## src/design/obvc_pkg.sv

```systemverilog
package obvc_pkg;

	localparam int CORDIC_STEPS_DEF = 16;
	localparam int CW = 28;      // CORDIC x/y datapath width
	localparam int DIV_W = 33;   // dividend width of the shared divider

	localparam logic [1:0] ST_CMD  = 2'd0;
	localparam logic [1:0] ST_SKIP = 2'd1;
	localparam logic [1:0] ST_FAR  = 2'd2;

	localparam logic [31:0] ATAN_TAB [24] = '{
		32'h20000000, 32'h12E4051D, 32'h09FB385B, 32'h051111D4, 32'h028B0D43, 32'h0145D7E1,
		32'h00A2F61E, 32'h00517C55, 32'h0028BE53, 32'h00145F2E, 32'h000A2F98, 32'h000517CC,
		32'h00028BE6, 32'h000145F3, 32'h0000A2F9, 32'h0000517C, 32'h000028BE, 32'h0000145F,
		32'h00000A2F, 32'h00000517, 32'h0000028B, 32'h00000145, 32'h000000A2, 32'h00000051
	};

	typedef enum logic [2:0] {
		REG_TARGET   = 3'd0,
		REG_MAX_RATE = 3'd1,
		REG_CAPTURE  = 3'd2,
		REG_RADIUS   = 3'd3,
		REG_MAX_LIN  = 3'd4,
		REG_MAX_SPIN = 3'd5
	} reg_idx_t;

	typedef struct packed {
		logic signed [15:0] target_angle;
		logic [14:0] max_orbit_rate;
		logic [14:0] capture_distance;
		logic [14:0] orbit_radius;
		logic [14:0] max_linear_speed;
		logic [14:0] max_spin_rate;
	} cfg_t;

	typedef enum logic [4:0] {
		S_IDLE, S_VEC, S_MAG, S_CHK, S_ROT, S_FX, S_FXCHK, S_FXDIV, S_FXW,
		S_SDCHK, S_SDIV, S_SDW, S_SPIN1, S_SPIN2, S_OUT_CMD, S_OUT_FAR
	} state_t;

	typedef enum logic [4:0] {
		OP_NONE, OP_SKIP, OP_LOAD, OP_VEC, OP_MAG, OP_PREP, OP_ROT, OP_FX,
		OP_DIVLD_FX, OP_DIVLD_SD, OP_DIVSTEP, OP_FXW, OP_SDW, OP_SIDE_MAX,
		OP_SWA, OP_SPIN, OP_OUT_CMD, OP_OUT_FAR
	} dp_op_t;

	typedef struct packed {
		dp_op_t op;
		logic [5:0] idx;
	} cmd_t;

	typedef struct packed {
		logic skip;
		logic far;
		logic fx_big;
		logic side_big;
		logic s_zero;
		logic out_free;
	} sts_t;

	function automatic logic signed [15:0] sat16(input logic signed [23:0] v);
		logic signed [15:0] r;
		if (v > 24'sd32767) r = 16'sd32767;
		else if (v < -24'sd32768) r = -16'sd32768;
		else r = v[15:0];
		return r;
	endfunction

endpackage

```

## src/design/obvc_ctrl.sv

```systemverilog
module obvc_ctrl #(
	parameter int CORDIC_STEPS = obvc_pkg::CORDIC_STEPS_DEF
) (
	input  logic clk,
	input  logic arst_n,
	input  logic in_valid,
	output logic in_stall,
	input  obvc_pkg::sts_t sts,
	output obvc_pkg::cmd_t cmd
);
	import obvc_pkg::*;

	localparam logic [5:0] CORDIC_LAST = 6'(CORDIC_STEPS - 1);
	localparam logic [5:0] DIV_LAST = 6'(DIV_W - 1);

	state_t state_q, state_d;
	logic [5:0] cnt_q;
	logic accept;

	assign in_stall = (state_q != S_IDLE) || (sts.skip && !sts.out_free);
	assign accept = in_valid && !in_stall;

	always_ff @(posedge clk or negedge arst_n) begin
		if (!arst_n) begin
			state_q <= S_IDLE;
			cnt_q <= '0;
		end else begin
			state_q <= state_d;
			cnt_q <= (state_d != state_q) ? 6'd0 : cnt_q + 6'd1;
		end
	end

	always_comb begin
		state_d = state_q;
		unique case (state_q)
			S_IDLE:    if (accept && !sts.skip) state_d = S_VEC;
			S_VEC:     if (cnt_q == CORDIC_LAST) state_d = S_MAG;
			S_MAG:     state_d = S_CHK;
			S_CHK:     state_d = sts.far ? S_OUT_FAR : S_ROT;
			S_ROT:     if (cnt_q == CORDIC_LAST) state_d = S_FX;
			S_FX:      state_d = S_FXCHK;
			S_FXCHK:   state_d = sts.fx_big ? S_FXDIV : S_SDCHK;
			S_FXDIV:   if (cnt_q == DIV_LAST) state_d = S_FXW;
			S_FXW:     state_d = S_SDCHK;
			S_SDCHK:   state_d = (sts.side_big && !sts.s_zero) ? S_SDIV : S_SPIN1;
			S_SDIV:    if (cnt_q == DIV_LAST) state_d = S_SDW;
			S_SDW:     state_d = S_SPIN1;
			S_SPIN1:   state_d = S_SPIN2;
			S_SPIN2:   state_d = S_OUT_CMD;
			S_OUT_CMD: if (sts.out_free) state_d = S_IDLE;
			S_OUT_FAR: if (sts.out_free) state_d = S_IDLE;
			default:   state_d = S_IDLE;
		endcase
	end

	always_comb begin
		cmd.idx = cnt_q;
		cmd.op = OP_NONE;
		unique case (state_q)
			S_IDLE:    if (accept) cmd.op = sts.skip ? OP_SKIP : OP_LOAD;
			S_VEC:     cmd.op = OP_VEC;
			S_MAG:     cmd.op = OP_MAG;
			S_CHK:     cmd.op = OP_PREP;
			S_ROT:     cmd.op = OP_ROT;
			S_FX:      cmd.op = OP_FX;
			S_FXCHK:   if (sts.fx_big) cmd.op = OP_DIVLD_FX;
			S_FXDIV:   cmd.op = OP_DIVSTEP;
			S_FXW:     cmd.op = OP_FXW;
			S_SDCHK: begin
				if (sts.side_big) cmd.op = sts.s_zero ? OP_SIDE_MAX : OP_DIVLD_SD;
			end
			S_SDIV:    cmd.op = OP_DIVSTEP;
			S_SDW:     cmd.op = OP_SDW;
			S_SPIN1:   cmd.op = OP_SWA;
			S_SPIN2:   cmd.op = OP_SPIN;
			S_OUT_CMD: if (sts.out_free) cmd.op = OP_OUT_CMD;
			S_OUT_FAR: if (sts.out_free) cmd.op = OP_OUT_FAR;
			default:   cmd.op = OP_NONE;
		endcase
	end

	a_load_starts_vec: assert property (@(posedge clk) disable iff (!arst_n)
		cmd.op == OP_LOAD |=> state_q == S_VEC && cnt_q == 6'd0)
		else $error("load did not start vectoring");
	a_busy_stalls: assert property (@(posedge clk) disable iff (!arst_n)
		state_q != S_IDLE |-> in_stall)
		else $error("input taken while busy");
	a_far_from_chk: assert property (@(posedge clk) disable iff (!arst_n)
		state_q == S_OUT_FAR |-> $past(state_q) == S_CHK || $past(state_q) == S_OUT_FAR)
		else $error("far result from wrong state");

endmodule

```

## config.mk

```make
export PLATFORM = sky130hd
export DESIGN_NAME = obvc_ctrl
export DESIGN_NICKNAME = d
export VERILOG_FILES = /design/src/design/obvc_pkg.sv /design/src/design/obvc_ctrl.sv
export SDC_FILE = /design/constraint.sdc
export NUM_CORES = 1
export LEC_CHECK = 0
export BUFFER_PORTS_ARGS = -buffer_cell sky130_fd_sc_hd__buf_4
export CAP_MARGIN = 15
export CORE_UTILIZATION = 54
export DETAILED_ROUTE_END_ITERATION = 12
export GPL_ROUTABILITY_DRIVEN = 0
export HOLD_SLACK_MARGIN = 0.05
export PLACE_DENSITY = 0.79
export SLEW_MARGIN = 15
export SYNTH_ARGS = -nofsm -noshare
export SYNTH_HDL_FRONTEND = slang
export SYNTH_SLANG_ARGS = --single-unit
```

## constraint.sdc

```tcl
create_clock -name clk -period 2.4 [get_ports clk]
set_clock_uncertainty 0.1 [all_clocks]
set_input_delay 0.24 -clock clk [delete_from_list [all_inputs] [get_ports clk]]
set_output_delay 0.24 -clock clk [all_outputs]
set_load 0.05 [all_outputs]
```

Yosys cells after proc, flatten, opt, wreduce, memory -nomap -nowiden. Index checks and enable logic that the tools add are counted.

Flip-flop bits (word level): 11. Output and inout port bits: 12. Logic and storage cells: 53.

Add/subtract/negate cells: 1. Eq/ne operators: 18. Muxes and demuxes: 19. Reduce and logical (&&, ||, !) cells: 13.

Operators by type and width (count): $pmux W5 S15 (2); $eq A5 B4 Y1 const B (8); $mux W5 (8); $eq A5 B3 Y1 const B (4); $mux W4 (4); $eq A5 B2 Y1 const B (2); $add A6 B1 Y6 const B (1); $eq A6 B4 Y1 const B (1); $eq A6 B6 Y1 const B (1); $mux W3 (2); $mux W6 (1); $eq A5 B1 Y1 const B (1); $logic_not A5 Y1 (1); $ne A5 B5 Y1 (1); $reduce_bool A5 Y1 (1); $logic_and A1 B1 Y1 (4); $logic_not A1 Y1 (4); $mux W2 (2); $reduce_or A2 Y1 (2); $logic_or A1 B1 Y1 (1).

Logic depth before layout (Yosys ltp).
Depth in word-level cells: 10. Mapped depth: 7. Depth with buffers taken out: 6.

Least setup slack after synthesis. OpenSTA, ideal clock, no wires.

Path kind: flip-flop to output port. From: register state_q[2]. To: output cmd[6] (netlist bit). Arrival time: 2236 ps. Data required time: 2060 ps. Slack: -176 ps. Stages on the path, launching flop included: 6. Path buffers: 3. Cell sequence: dfrtp_1 -> buf_2 -> buf_2 -> buf_1 -> a21oi_1 -> o311ai_1.

RTL lines: start, declared (RTL line obvc_ctrl.sv:16) `state_t state_q, state_d;`; start signal, assigned (RTL line obvc_ctrl.sv:28) `state_q <= state_d;`; end, declared (RTL line obvc_ctrl.sv:9) `output obvc_pkg::cmd_t cmd`.

==> out/metrics.cfg <==
[run_status]
status=finished clean

[clock_tree]
cts_tree=yes
cts_buffers=3
clock_sinks=11
cts_root_buf=clkbuf_4
h-tree-depth=1
clk_latency_ns=0.27
clockBufferDepth=2
path_clk_slew_ns=0.07

[flow_run]
cap_violations=0

[floorplanning]
die_area_um2=2078
initial_core_util=0.5878
rows=15
num_io_pins=21
die_w_um=45.59
die_h_um=45.59
core_area_um2=1745

[yosys]
synthDistinctLibCells=50
synth_edf_count=0
syn_area_um2=1026
async_reset_ff_frac=1.000
ys_warn_count=0
synth_seq_cells=11
postSynthAreaPerCell_um2=8.079
synth_nets=138
syn_inst=127
ys_seq_area_frac=0.2683
synth_ff_type=dfrtp_1

[finish]
final.fill_count=152
antennaDiodeCount=0
design_area_um2=1242
nNetsFinal=160
syn2layout_area_growth_pct=21.10
regArea_um2=276.5
multi_input_area_um2=684.4
layout_common_cells=25 x buf_4, 11 x nor2_1, 10 x a21oi_1, 10 x dfrtp_1
final_util=0.7118
layout_commonest_cell=buf_4
final_cells=173
drive_above_1_share=0.2770

[grt]
grt.total_usage=0.2743
grt_pass1_wl_um=4064
grt_pass1_vias=887
antenna_found_initial=0
grt_max_degree=17
grt_overflow=0

[hold_path]
hold_class=in -> async

[sta]
setup_violations=0
finalCritPeriodShare=0.9554
report.final.slew_viol_count=0
hold-worst-slack_ns=0.2375
finalSetupTns_ns=0
rsz0062_at_grt=false
max_freq_mhz=436.1
hold_viol=0
setup_slack_ns=0.1071
min_period_ns=2.293

[worst_setup_path]
path_cells=inv_2 > nor3_1 > a22oi_1 > o211ai_1 > buf_4
r2r_setup_slack_ns=0.20
crit_slowest_cell=dfrtp_1
start_kind=register
crit_path_max_incr_delay_ns=0.64
end_kind=primary output
critical_path_required_ns=2.06
path_delay_family=flip-flops
r2r_start=cnt_q[0]$_DFF_PN0_
worst_ep_arrival_time_ns=1.95
cp_max_fo=14
reg2reg_to=cnt_q[5]$_DFF_PN0_
r2r_cells=6
worstSetupPathType=reg -> out
crit_buf_inv=2

[drt]
dr.pass1.iters=4
routed_wl_um=2491
wl_per_cell_um=14.40
drc=0
ant_nets=0
drt-vias-per-instance=6.075
first_iter_violations=31
vias=1051

[pwr]
p_comb_frac=0.239
swShare=0.3122
power_mw=0.4304
clock_power_share=0.288
ir_drop_mv=0.2936
p_leak_nw=0.5168
internal_power_mw=0.2960
seqPwrFrac=0.473
switching_power_mw=0.1343
pwr_density_cell_nw_per_um2=346.4

[placed_design]
placed_cell_area_um2=1205
dp.final_hpwl_um=1901
dp_worst_setup_slack_ns=0.2393
io_buffers=20
placed_cells_incl_taps=168

## Yosys cell counts (2+ instances only)
cell type / n / area, µm²
dfrtp_1: 11 / 275.3
nor3b_1: 3 / 22.52
nor3_1: 6 / 30.03
clkbuf_1: 2 / 7.510
o21ai_1: 3 / 15.01
o311ai_1: 2 / 17.52
a21oi_1: 10 / 50.05
nand2_1: 8 / 30.03
xor2_1: 2 / 17.52
o21ai_0: 3 / 15.01
buf_2: 5 / 25.02
nand3_1: 5 / 25.02
nor2_1: 11 / 41.29
or2_2: 2 / 12.51
o211ai_1: 3 / 22.52
xnor2_1: 2 / 17.52
o22ai_1: 2 / 12.51
ha_1: 2 / 25.02
inv_1: 5 / 18.77
a221o_1: 2 / 20.02
nand2b_1: 8 / 50.05
inv_2: 2 / 7.510
## repair_timing
action / in CTS / in global routing
hold buffers: 1 / 0
endpoints found under the hold margin: 11 / 0
resized for setup: 0 / 1
buffers inserted: 0 / 0
setup endpoints to repair: 0 / 1
## cells by family (layout without fill, tap and decap cells)
family / after synthesis / count (layout) / share of synthesized area
adder cells (fa/ha/maj): 2 / 2 / 0.02439
XOR/XNOR: 4 / 4 / 0.03415
other: 1 / 1 / 0.003655
buffers and inverters: 16 / 37 / 0.07195
flip-flops: 11 / 11 / 0.2683
AND/OR/NAND/NOR: 53 / 53 / 0.2939
AO/OA/AOI/OAI: 40 / 40 / 0.3037
## final cells by class
class | count | share of cell area
multi-input combinational | 100 | 0.5509
sequential | 11 | 0.2226
timing repair buffer | 26 | 0.1591
tap | 25 | 0.02518
clock buffer | 4 | 0.02115
inverter | 7 | 0.02115
## flip-flops by register name, indices dropped and copies added (netlist names)
| register | count |
|---|---|
| cnt_q | 6 |
| state_q | 5 |
## per-layer routing
metal,part of all wire,track usage,vias to the layer above
li1,-,-,520
met3,0.052,0.03175,8
met1,0.45,0.3666,485
met4,0.029,0.1636,0
met5,0,0,-
met2,0.47,0.4229,38
## worst max path at each step
stage	slack (ns)	start	endpoint	depth (start not counted)
2_1_floorplan	0.12	cnt_q[0]$_DFF_PN0_	cnt_q[0]$_DFF_PN0_	6
3_3_place_gp	0.30	cnt_q[0]$_DFF_PN0_	cnt_q[5]$_DFF_PN0_	6
3_5_place_dp	0.24	cnt_q[0]$_DFF_PN0_	cnt_q[2]$_DFF_PN0_	6
4_1_cts	0.08	state_q[2]$_DFF_PN0_	cmd[9]	5
5_1_grt	0.03	state_q[1]$_DFF_PN0_	cmd[9]	5
6_report	0.11	state_q[1]$_DFF_PN0_	cmd[9]	5
## power groups by stage
| stage | Combinational (mW) | Sequential, mW | Clock, mW |
|---|---|---|---|
| floorplan | 0.0520 | 0.218 | 0 |
| global placement | 0.100 | 0.206 | 0 |
| detailed placement | 0.102 | 0.207 | 0 |
| CTS | 0.103 | 0.203 | 0.129 |
| global route | 0.111 | 0.205 | 0.134 |
| finish | 0.103 | 0.203 | 0.124 |
## worst reg2reg max path: stages (launching register included)
cell,delay (ns)
dfrtp_1,0.43
ha_1,0.25
and3_1,0.23
a311o_1,0.33
and4b_4,0.21
o311ai_4,0.41
nor3_1,0.10
Power figures use the tool's default switching activity.
